**src/hdl/mbe_pkg.sv**
```systemverilog
`timescale 1ns / 1ps
`default_nettype none

package mbe_pkg;

	// configuration register map
	localparam int CFG_INDEX_WIDTH = 1;
	localparam int CFG_DATA_WIDTH  = 16;

	localparam logic [CFG_INDEX_WIDTH-1:0] REG_MAX_ITER = 1'd0;
	localparam logic [CFG_INDEX_WIDTH-1:0] REG_SHAPE    = 1'd1;

	localparam logic [CFG_DATA_WIDTH-1:0] MAX_ITER_RESET = 16'd50;
	localparam logic [CFG_DATA_WIDTH-1:0] SHAPE_RESET    = 16'd8192;

	// shape factor is unsigned Q4.12
	localparam int SHAPE_WIDTH = 16;
	localparam int SHAPE_FRAC  = 12;

	// integer bits of a coordinate (Q4.F)
	localparam int COORD_INT_BITS = 4;

	typedef enum logic [7:0] {
		ST_IDLE = 8'b0000_0001,
		ST_MRR  = 8'b0000_0010,
		ST_MII  = 8'b0000_0100,
		ST_MRI  = 8'b0000_1000,
		ST_MLO  = 8'b0001_0000,
		ST_MHI  = 8'b0010_0000,
		ST_ACC  = 8'b0100_0000,
		ST_DONE = 8'b1000_0000
	} state_t;

endpackage

`default_nettype wire

```
**src/hdl/mandelbrot_escape_iteration_unit.sv**
```systemverilog
// Each update steps through MRR, MII, MRI, MLO, MHI and ACC; the limit is checked in
// MRR and escape in MRI, either one ending the item in DONE. One item at a time; each
// update runs zr*zr, zi*zi, zr*zi and both shape partial products through the single
// shared multiplier; a new item is taken in the cycle after the result is registered.
// Reset: arst_n clears the sequencer and output valid, and restores max_iterations to
// 50 and shape_factor to 2.0; no clearing pass is needed.
`timescale 1ns / 1ps
`default_nettype none

module mandelbrot_escape_iteration_unit #(
	parameter int COORD_WIDTH = 32,
	parameter int COUNT_WIDTH = 16
) (
	input  logic                                 clk,
	input  logic                                 arst_n,
	input  logic                                 in_valid,
	output logic                                 in_stall,
	input  logic signed [COORD_WIDTH-1:0]        c_real,
	input  logic signed [COORD_WIDTH-1:0]        c_imag,
	output logic                                 out_valid,
	input  logic                                 out_stall,
	output logic [COUNT_WIDTH-1:0]               iteration_count,
	input  logic                                 cfg_write,
	input  logic [mbe_pkg::CFG_INDEX_WIDTH-1:0]  cfg_index,
	input  logic [mbe_pkg::CFG_DATA_WIDTH-1:0]   cfg_data
);
	import mbe_pkg::*;

	localparam int W   = COORD_WIDTH;
	localparam int F   = W - COORD_INT_BITS;
	localparam int MW  = W + 1;              // multiplier operand width
	localparam int PW  = 2 * MW;             // multiplier product width
	localparam int LOW = W + SHAPE_WIDTH;    // shape times low half of cross product
	localparam int TW  = PW + W;             // recombined shape product
	localparam int LW  = (COUNT_WIDTH > CFG_DATA_WIDTH) ? COUNT_WIDTH : CFG_DATA_WIDTH;

	localparam logic [PW:0] ESC_BOUND = {{PW{1'b0}}, 1'b1} << (2 * F + 2);

	state_t state_q;

	logic [CFG_DATA_WIDTH-1:0] max_iter_q;
	logic [SHAPE_WIDTH-1:0]    shape_q;
	logic                      out_valid_q;
	logic [COUNT_WIDTH-1:0]    count_out_q;

	logic signed [W-1:0]       cr_q, ci_q, zr_q, zi_q, cross_hi_q;
	logic [COUNT_WIDTH-1:0]    count_q, limit_q;
	logic signed [PW-1:0]      re2_q, im2_q, prod_q;
	logic [LOW-1:0]            lo_q;

	logic                      accept;
	logic                      result_load;
	logic signed [MW-1:0]      mul_a, mul_b;
	logic signed [PW-1:0]      mul_p;
	logic [MW-1:0]             shape_ext;

	logic [PW:0]               sq_sum;
	logic                      escape;

	logic signed [PW:0]        re_diff, re_diff_sh;
	logic signed [PW+1:0]      re_sum;
	logic signed [W-1:0]       re_sat;

	logic signed [TW-1:0]      im_total, im_total_sh;
	logic signed [TW:0]        im_sum;
	logic signed [W-1:0]       im_sat;

	logic [LW-1:0]             iter_ext, cnt_max_ext;
	logic [COUNT_WIDTH-1:0]    limit_eff;

	assign accept      = in_valid && !in_stall;
	assign in_stall    = (state_q != ST_IDLE);
	assign result_load = (state_q == ST_DONE) && (!out_valid_q || !out_stall);
	assign out_valid       = out_valid_q;
	assign iteration_count = count_out_q;

	// limit clamped to what the counter can hold
	assign iter_ext    = LW'(max_iter_q);
	assign cnt_max_ext = LW'({COUNT_WIDTH{1'b1}});
	assign limit_eff   = (iter_ext < cnt_max_ext) ? iter_ext[COUNT_WIDTH-1:0]
	                                              : {COUNT_WIDTH{1'b1}};

	assign shape_ext = {{(MW-SHAPE_WIDTH){1'b0}}, shape_q};

	// shared multiplier operand select
	always_comb begin
		mul_a = '0;
		mul_b = '0;
		case (state_q)
			ST_MRR: begin
				mul_a = {zr_q[W-1], zr_q};
				mul_b = {zr_q[W-1], zr_q};
			end
			ST_MII: begin
				mul_a = {zi_q[W-1], zi_q};
				mul_b = {zi_q[W-1], zi_q};
			end
			ST_MRI: begin
				mul_a = {zr_q[W-1], zr_q};
				mul_b = {zi_q[W-1], zi_q};
			end
			ST_MLO: begin
				// low half of the cross product, taken as unsigned
				mul_a = {1'b0, prod_q[W-1:0]};
				mul_b = shape_ext;
			end
			ST_MHI: begin
				mul_a = {cross_hi_q[W-1], cross_hi_q};
				mul_b = shape_ext;
			end
			default: begin
				mul_a = '0;
				mul_b = '0;
			end
		endcase
	end

	assign mul_p = mul_a * mul_b;

	// escape when zr^2 + zi^2 is strictly above 4
	assign sq_sum = {re2_q[PW-1], re2_q} + {prod_q[PW-1], prod_q};
	assign escape = (sq_sum > ESC_BOUND);

	// new real part: floor((zr^2 - zi^2) >> F) + cr, saturated
	always_comb begin
		re_diff    = {re2_q[PW-1], re2_q} - {im2_q[PW-1], im2_q};
		re_diff_sh = re_diff >>> F;
		re_sum     = {re_diff_sh[PW], re_diff_sh} + {{(PW+2-W){cr_q[W-1]}}, cr_q};
		if ((&re_sum[PW+1:W-1]) || !(|re_sum[PW+1:W-1])) begin
			re_sat = re_sum[W-1:0];
		end else if (re_sum[PW+1]) begin
			re_sat = {1'b1, {(W-1){1'b0}}};
		end else begin
			re_sat = {1'b0, {(W-1){1'b1}}};
		end
	end

	// new imaginary part: recombine the two shape partial products
	always_comb begin
		im_total    = {prod_q, {W{1'b0}}} + {{(TW-LOW){1'b0}}, lo_q};
		im_total_sh = im_total >>> (F + SHAPE_FRAC);
		im_sum      = {im_total_sh[TW-1], im_total_sh} + {{(TW+1-W){ci_q[W-1]}}, ci_q};
		if ((&im_sum[TW:W-1]) || !(|im_sum[TW:W-1])) begin
			im_sat = im_sum[W-1:0];
		end else if (im_sum[TW]) begin
			im_sat = {1'b1, {(W-1){1'b0}}};
		end else begin
			im_sat = {1'b0, {(W-1){1'b1}}};
		end
	end

	// sequencer, configuration and output valid
	always_ff @(posedge clk or negedge arst_n) begin
		if (!arst_n) begin
			state_q     <= ST_IDLE;
			out_valid_q <= 1'b0;
			max_iter_q  <= MAX_ITER_RESET;
			shape_q     <= SHAPE_RESET;
		end else begin
			if (cfg_write) begin
				case (cfg_index)
					REG_MAX_ITER: max_iter_q <= cfg_data;
					REG_SHAPE:    shape_q    <= cfg_data;
					default:      ;
				endcase
			end

			if (result_load) begin
				out_valid_q <= 1'b1;
			end else if (!out_stall) begin
				out_valid_q <= 1'b0;
			end

			case (state_q)
				ST_IDLE: begin
					if (in_valid) state_q <= ST_MRR;
				end
				ST_MRR:  state_q <= (count_q >= limit_q) ? ST_DONE : ST_MII;
				ST_MII:  state_q <= ST_MRI;
				ST_MRI:  state_q <= escape ? ST_DONE : ST_MLO;
				ST_MLO:  state_q <= ST_MHI;
				ST_MHI:  state_q <= ST_ACC;
				ST_ACC:  state_q <= ST_MRR;
				ST_DONE: begin
					// hold until the output register is free
					if (!out_valid_q || !out_stall) state_q <= ST_IDLE;
				end
				default: state_q <= ST_IDLE;
			endcase
		end
	end

	// datapath
	always_ff @(posedge clk) begin
		prod_q <= mul_p;
		if (accept) begin
			cr_q    <= c_real;
			ci_q    <= c_imag;
			zr_q    <= '0;
			zi_q    <= '0;
			count_q <= '0;
			limit_q <= limit_eff;
		end
		case (state_q)
			ST_MII: re2_q <= prod_q;
			ST_MRI: im2_q <= prod_q;
			ST_MLO: begin
				cross_hi_q <= prod_q[2*W-1:W];
				zr_q       <= re_sat;
			end
			ST_MHI: lo_q <= prod_q[LOW-1:0];
			ST_ACC: begin
				zi_q    <= im_sat;
				count_q <= count_q + 1'b1;
			end
			default: ;
		endcase
		if (result_load) begin
			count_out_q <= count_q;
		end
	end

endmodule

`default_nettype wire

```
**config.mk**
```make
export PLATFORM = sky130hd
export DESIGN_NAME = mandelbrot_escape_iteration_unit
export DESIGN_NICKNAME = d
export VERILOG_FILES = /design/src/hdl/mbe_pkg.sv /design/src/hdl/mandelbrot_escape_iteration_unit.sv
export SDC_FILE = /design/constraint.sdc
export NUM_CORES = 2
export LEC_CHECK = 0
export BUFFER_PORTS_ARGS = -buffer_cell sky130_fd_sc_hd__buf_2
export CORE_UTILIZATION = 50
export CTS_CLUSTER_DIAMETER = 80
export DETAILED_ROUTE_END_ITERATION = 12
export GPL_ROUTABILITY_DRIVEN = 0
export GPL_TIMING_DRIVEN = 1
export HOLD_SLACK_MARGIN = 0.02
export MAX_ROUTING_LAYER = met4
export PLACE_DENSITY = 0.66
export SLEW_MARGIN = 20
export SYNTH_ARGS = -nofsm -noshare
export SYNTH_HDL_FRONTEND = slang
export SYNTH_SLANG_ARGS = --single-unit
```
**constraint.sdc**
```tcl
create_clock -name clk -period 23.1 [get_ports clk]
set_input_delay 2.31 -clock clk [delete_from_list [all_inputs] [get_ports clk]]
set_output_delay 2.31 -clock clk [all_outputs]
set_load 0.005 [all_outputs]
```
* After elaboration in Yosys (flattened, before gate mapping)
Index checks and enable logic that the tools add are counted.
** Operators by class
- Add/subtract/negate cells :: 6
- Multiply operators :: 1
- Divide/modulo/power cells :: 0
- Order comparisons :: 3
- Equality and inequality tests :: 12
- Shift-type cells :: 0
- Multiplexer cells :: 18
- Bitwise gates (word level) :: 1
- Reductions and logical operators :: 22
** Operator list (count)
- 32-bit 2-to-1 mux :: 7
- 33-bit one-hot mux with 4 select lines :: 1
- 33-bit one-hot mux with 3 select lines :: 1
- 98-bit by 48-bit adder with 98-bit output :: 1
- 68-bit AND reduction :: 1
- 68-bit OR reduction :: 1
- 66-bit by 66-bit adder with 67-bit output :: 1
- 67-bit by 59-bit > comparator with 1-bit output, second input constant :: 1
- 66-bit by 66-bit subtractor with 67-bit output :: 1
- 33-bit by 33-bit multiplier with 66-bit output :: 1
- 8-bit one-hot mux with 8 select lines :: 1
- 58-bit by 32-bit adder with 59-bit output :: 1
- 39-bit by 32-bit adder with 40-bit output :: 1
- 37-bit AND reduction :: 1
- 37-bit OR reduction :: 1
- 16-bit 2-to-1 mux :: 2
- 8-bit 2-to-1 mux :: 4
- 16-bit by 1-bit adder with 16-bit output, second input constant :: 1
- 16-bit >= comparator :: 1
- 16-bit < comparator, second input constant :: 1
- 8-bit by 1-bit equality test with 1-bit output, second input constant :: 1
- 8-bit by 2-bit equality test with 1-bit output, second input constant :: 1
- 8-bit by 3-bit equality test with 1-bit output, second input constant :: 1
- 8-bit by 4-bit equality test with 1-bit output, second input constant :: 1
- 15 further kinds :: 29
** Word-level totals
- Bits in registers :: 495
- Bits in latches :: 0
- Memory bits (writable) :: 0
- ROM bits :: 0
- Input port bits :: 86
- Output and inout bits :: 18
- Logic and storage cells :: 79
- Memories kept :: 0

* Depth between registers and ports, before layout
- Depth after elaboration :: 7
- Depth in mapped cells :: 40
- Mapped depth without buffers :: 37

* Worst setup path after synthesis
OpenSTA, ideal clock, no wires.
- Kind :: reg2reg
- Start :: register state_q[4]
- End :: register prod_q[51]
- Setup time :: 0.072 ns
- Data arrival time :: 9.751 ns
- Data required time :: 23.028 ns
- Slack :: 13.277 ns
- Stages on the path, launching flop included :: 40
- Path buffers :: 4
- Clock period less this slack :: 9.823 ns
- Path through :: dfrtp_1 -> nor2_1 -> nand2_1 -> or3_1 -> nor3b_1 -> nand2b_1 -> clkbuf_1 -> clkbuf_1 -> a22oi_1 -> nand2_1 -> clkbuf_1 -> nand2_1 -> fa_1 -> fa_1 -> inv_1 -> fa_1 -> inv_1 -> fa_1 -> (+4 left out) -> inv_1 -> fa_1 -> inv_1 -> ha_1 -> clkbuf_1 -> a21oi_1 -> o21a_1 -> o21ai_1 -> a21o_1 -> a32o_1 -> nor3_2 -> o21ai_1 -> a221o_1 -> a21o_1 -> a311oi_2 -> o21ai_1 -> a221oi_2 -> xnor2_1
** On the way
- Longest elaborated chain between the ends :: 4
- Elaborated cells on any way between the ends :: 11
- Classes of those cells :: 1 x mul; 5 x eq/ne; 2 x mux; 3 x reduce/logical
** RTL lines
- start, declared :: RTL line mandelbrot_escape_iteration_unit.sv:39 : state_t state_q;
- start signal, assigned :: RTL line mandelbrot_escape_iteration_unit.sv:178 : ST_MRR: state_q <= (count_q >= limit_q) ? ST_DONE : ST_MII;
- start signal, assigned :: RTL line mandelbrot_escape_iteration_unit.sv:180 : ST_MRI: state_q <= escape ? ST_DONE : ST_MLO;
- 8-bit by 4-bit equality test with 1-bit output, or another cell as far along :: RTL line mandelbrot_escape_iteration_unit.sv:89 : case (state_q)
- 2-bit OR reduction (no source line)
- 33-bit one-hot mux with 4 select lines / 33-bit one-hot mux with 3 select lines (equally long branches) :: RTL line mandelbrot_escape_iteration_unit.sv:89
- 33-bit by 33-bit multiplier with 66-bit output (*) :: RTL line mandelbrot_escape_iteration_unit.sv:118 : assign mul_p = mul_a * mul_b;
- net mul_p[51] :: RTL line mandelbrot_escape_iteration_unit.sv:54 : logic signed [PW-1:0] mul_p;
- end signal, assigned :: RTL line mandelbrot_escape_iteration_unit.sv:195 : prod_q <= mul_p;
- end, declared :: RTL line mandelbrot_escape_iteration_unit.sv:48 : logic signed [PW-1:0] re2_q, im2_q, prod_q;
The timed path passes the listed nets; every way through them passes the cells marked *.
A chain may end at the register's enable or synchronous reset.

* Worst setup path after layout
- Start :: register state_q[6]
- End :: register prod_q[64]
The elaborated chain is that of the path after synthesis.

==> impl_metrics.py <==
metrics = {
    "route": {
        "wl_per_cell_um": 24.3,
        "vias": 53531,
        "drtPass1Iterations": 9,
        "drc_errors": 0,
        "via_per_inst": 5.96,
        "detailedRoute.firstIterationViolations": 5422,
        "ant_nets": 0,
        "drt-total-wl_mm": 219,
    },
    "global_route": {
        "grt_pass1_vias": 54100,
        "initial_antenna_violation_count": 17,
        "maximum_number_of_pins_on_one_net_before_global_route_repair": 68,
        "grt_total_usage_pct": 33.3,
        "grt_pass1_wl_mm": 330,
        "grt_overflow": 0,
    },
    "synth": {
        "synth_top_area_share_pct": 34.0,
        "postSynthAreaPerCell_um2": 9.44,
        "fraction_of_registers_with_async_set_reset_pct": 8.86,
        "synth.yosys.seq_area_share_pct": 19.3,
        "synth-seq-cells": 463,
        "largest_area_contributor_in_the_synthesized_netlist": "sky130_fd_sc_hd__fa_1",
        "number_of_flops_mapped_to_enable_cells_by_yosys": 356,
        "synth_common_cells": "sky130_fd_sc_hd__inv_1 (1278), sky130_fd_sc_hd__fa_1 (1149), sky130_fd_sc_hd__nor2_1 (770), sky130_fd_sc_hd__nand2_1 (762), sky130_fd_sc_hd__ha_1 (476)",
        "number_of_instances_in_the_synthesized_netlist": 7172,
        "ys_types": 112,
        "synth.area.top_cells": "sky130_fd_sc_hd__fa_1 (34%), sky130_fd_sc_hd__edfxtp_1 (16%), sky130_fd_sc_hd__ha_1 (8.8%)",
        "ys.warnings.count": 0,
        "synthMostInstantiatedCell": "sky130_fd_sc_hd__inv_1",
        "ys.flop_type": "sky130_fd_sc_hd__edfxtp_1",
        "mappedNetlistNets": 8883,
        "syn_area_mm2": 0.0677,
    },
    "sta": {
        "tightest_pin_transition_ns": 1.18,
        "worst_slack_ns": 11.59,
        "unrepaired_setup_endpoints_after_global_routing": "no",
        "hold_viol_final": 0,
        "min_period_over_period_pct": 49.8,
        "maxSlewHeadroom_pct": 19.2,
        "slew_violations": 0,
        "setup_tns_ns": 0,
        "achievable-frequency_mhz": 86.9,
        "layout_min_cycle_time_ns": 11.51,
        "finalSetupViolations": 0,
        "skew_ns": 0.0423,
    },
    "placement": {
        "dp_worst_setup_slack_ns": 11.84,
        "place.detailed.hpwl_mm": 172,
        "port_buffers": 103,
    },
    "run_status": {
        "run_status": "finished, final reports clean",
    },
    "clock_network": {
        "cts-htree-levels": 2,
        "cts.path.max_buffers": 3,
        "cts_resized": 0,
        "worst_skew_pair.late_latency_ns": 0.64,
        "cts-root-buf": "sky130_fd_sc_hd__clkbuf_16",
        "setup_bufs_post_cts": 0,
        "path_clk_slew_ns": 0.07,
        "cts_made_buffers": 46,
        "cts-hold-fix-buffers": 0,
        "cts_tree": "built",
        "cts_num_sinks": 463,
    },
    "setup_path": {
        "worst_setup_path_end_kind": "flip-flop",
        "worst-r2r-setup-slack_ns": 11.59,
        "worst_path_max_delay_cell": "sky130_fd_sc_hd__a221o_1",
        "critPathMostFrequentCell": "sky130_fd_sc_hd__fa_1",
        "critPathKind": "flip-flop to flip-flop",
        "worstSetupStartpointType": "flip-flop",
        "worst_ep_arrival_time_ns": 12.04,
        "worst_ep_required_time_ns": 23.64,
        "crit_path_max_fanout": 44,
        "max_stage_delay_ns": 0.95,
    },
    "final_layout": {
        "nets": 8873,
        "syn2layout_area_growth_pct": 6.65,
        "proportion_of_layout_cells_with_a_drive_suffix_above_1_pct": 7.14,
    },
    "pwr": {
        "powerDensity_mw_per_mm2": 63.3,
        "irDropWorstVdd_mv": 0.0661,
        "total_power_mw": 4.58,
        "p_leak_nw": 33.8,
    },
    "floorplanning": {
        "die_h_um": 370,
        "die_area_mm2": 0.137,
        "floorplan.rows": 134,
        "initial_core_util_pct": 50.6,
        "die-width_um": 370,
        "num_io_pins": 104,
        "core_area_mm2": 0.134,
    },
    "min_path": {
        "worst_hold_path_type": "flip-flop to flip-flop",
    },
    "job": {
        "max_cap_violations": 0,
    },
}
==> state kept, by name, summed over array words and instances (netlist names) <==
name	flops
ci_q	32
count_q	16
cr_q	32
cross_hi_q	32
im2_q	66
iter_ext	16
iteration_count	16
limit_q	16
lo_q	16
out_valid	1
prod_q	66
re2_q	66
shape_q	16
state_q	8
zi_q	32
zr_q	32
==> critical path: cells and delay by family (launching register included) <==
kind,cells,cell delay (ns)
adders and majority gates,9,4.33
AOI/OAI and AO/OA,7,3.19
buffers and inverters,6,0.83
and+or+nand+nor,9,2.38
xor gates and xnor gates,1,0.17
DFF,1,0.44
==> cell usage in the layout (no fill, tap or decap), types with 34 or more instances in the layout <==
master,Yosys,final
sky130_fd_sc_hd__xor2_1,91,91
sky130_fd_sc_hd__a21o_1,112,112
sky130_fd_sc_hd__buf_4,1,147
sky130_fd_sc_hd__nand2b_1,58,56
sky130_fd_sc_hd__mux2_2,34,34
sky130_fd_sc_hd__and2_1,39,37
sky130_fd_sc_hd__o21ai_0,162,162
sky130_fd_sc_hd__nor2_1,770,770
sky130_fd_sc_hd__fa_1,1149,1149
sky130_fd_sc_hd__buf_2,7,103
sky130_fd_sc_hd__xnor2_1,194,194
sky130_fd_sc_hd__edfxtp_1,356,356
sky130_fd_sc_hd__dfrtp_1,36,36
sky130_fd_sc_hd__clkbuf_16,0,46
sky130_fd_sc_hd__nand3_1,82,82
sky130_fd_sc_hd__dfxtp_1,66,66
sky130_fd_sc_hd__o21a_1,45,45
sky130_fd_sc_hd__nand2_1,762,761
sky130_fd_sc_hd__and3_1,44,44
sky130_fd_sc_hd__nor2b_1,52,52
sky130_fd_sc_hd__a22o_1,49,49
sky130_fd_sc_hd__a21oi_1,322,318
sky130_fd_sc_hd__a221o_1,40,40
sky130_fd_sc_hd__nand4_1,64,64
sky130_fd_sc_hd__nor3_1,50,50
sky130_fd_sc_hd__inv_1,1278,1276
sky130_fd_sc_hd__ha_1,476,476
==> final cells by class <==
cell class	instances	area, um^2
clock inverter	24	270
inverter	1278	4800
multi-input combinational	5123	49000
fill	11983	61700
tap	1768	2210
antenna	19	47.5
timing repair buffer	250	1620
clock buffer	62	1270
sequential	463	13000
==> per-layer routing <==
metal  wire [um]  track usage [%]
met1       83900             42.0
met2       95700             49.4
met3       24400             8.18
met4       14600             17.9
met5           0                -
==> stage by stage <==
stage	instance area [um^2]	utilization [%]	cells	hold slack, ns
after global placement	70600	52.7	8881	0.429
final	72200	53.9	8987	0.443
after CTS	72200	53.9	8967	0.440
after floorplan	67700	-	7172	0.469
after detailed placement	70600	52.7	8881	0.431
after global routing	72200	53.9	8983	0.454
==> worst paths after layout <==
check	startpoint	end	cells past startpoint
max	state_q[6]$_DFFE_PN0P_	prod_q[64]$_DFF_P_	32
min	iter_ext[15]$_DFFE_PN0P_	limit_q[15]$_SDFFCE_PP1P_	0
max reg2reg	state_q[6]$_DFFE_PN0P_	prod_q[64]$_DFF_P_	32
min reg2reg	iter_ext[15]$_DFFE_PN0P_	limit_q[15]$_SDFFCE_PP1P_	0
max in group asynchronous	arst_n	state_q[5]$_DFFE_PN0P_	2
min in group asynchronous	arst_n	iter_ext[6]$_DFFE_PN0P_	2
==> cell families after synthesis <==
| group | after synthesis | share of synthesized area (%) |
|---|---|---|
| AND/OR/NAND/NOR | 2056 | 13.5 |
| AO/OA/AOI/OAI | 1114 | 11.2 |
| adder cells (fa/ha/maj) | 1625 | 42.8 |
| buffers and inverters | 1586 | 8.91 |
| XOR/XNOR | 286 | 3.71 |
| multiplexers | 42 | 0.685 |
| flip-flops | 463 | 19.3 |
==> power by group <==
group          switching (mW)  leakage [nW]  internal (mW)
combinational            1.68          28.6          0.826
clock                   0.363         0.759          0.438
sequential              0.179          4.41           1.09
total                    2.23          33.8           2.35
Note: power is estimated with default switching activity, not from simulation.
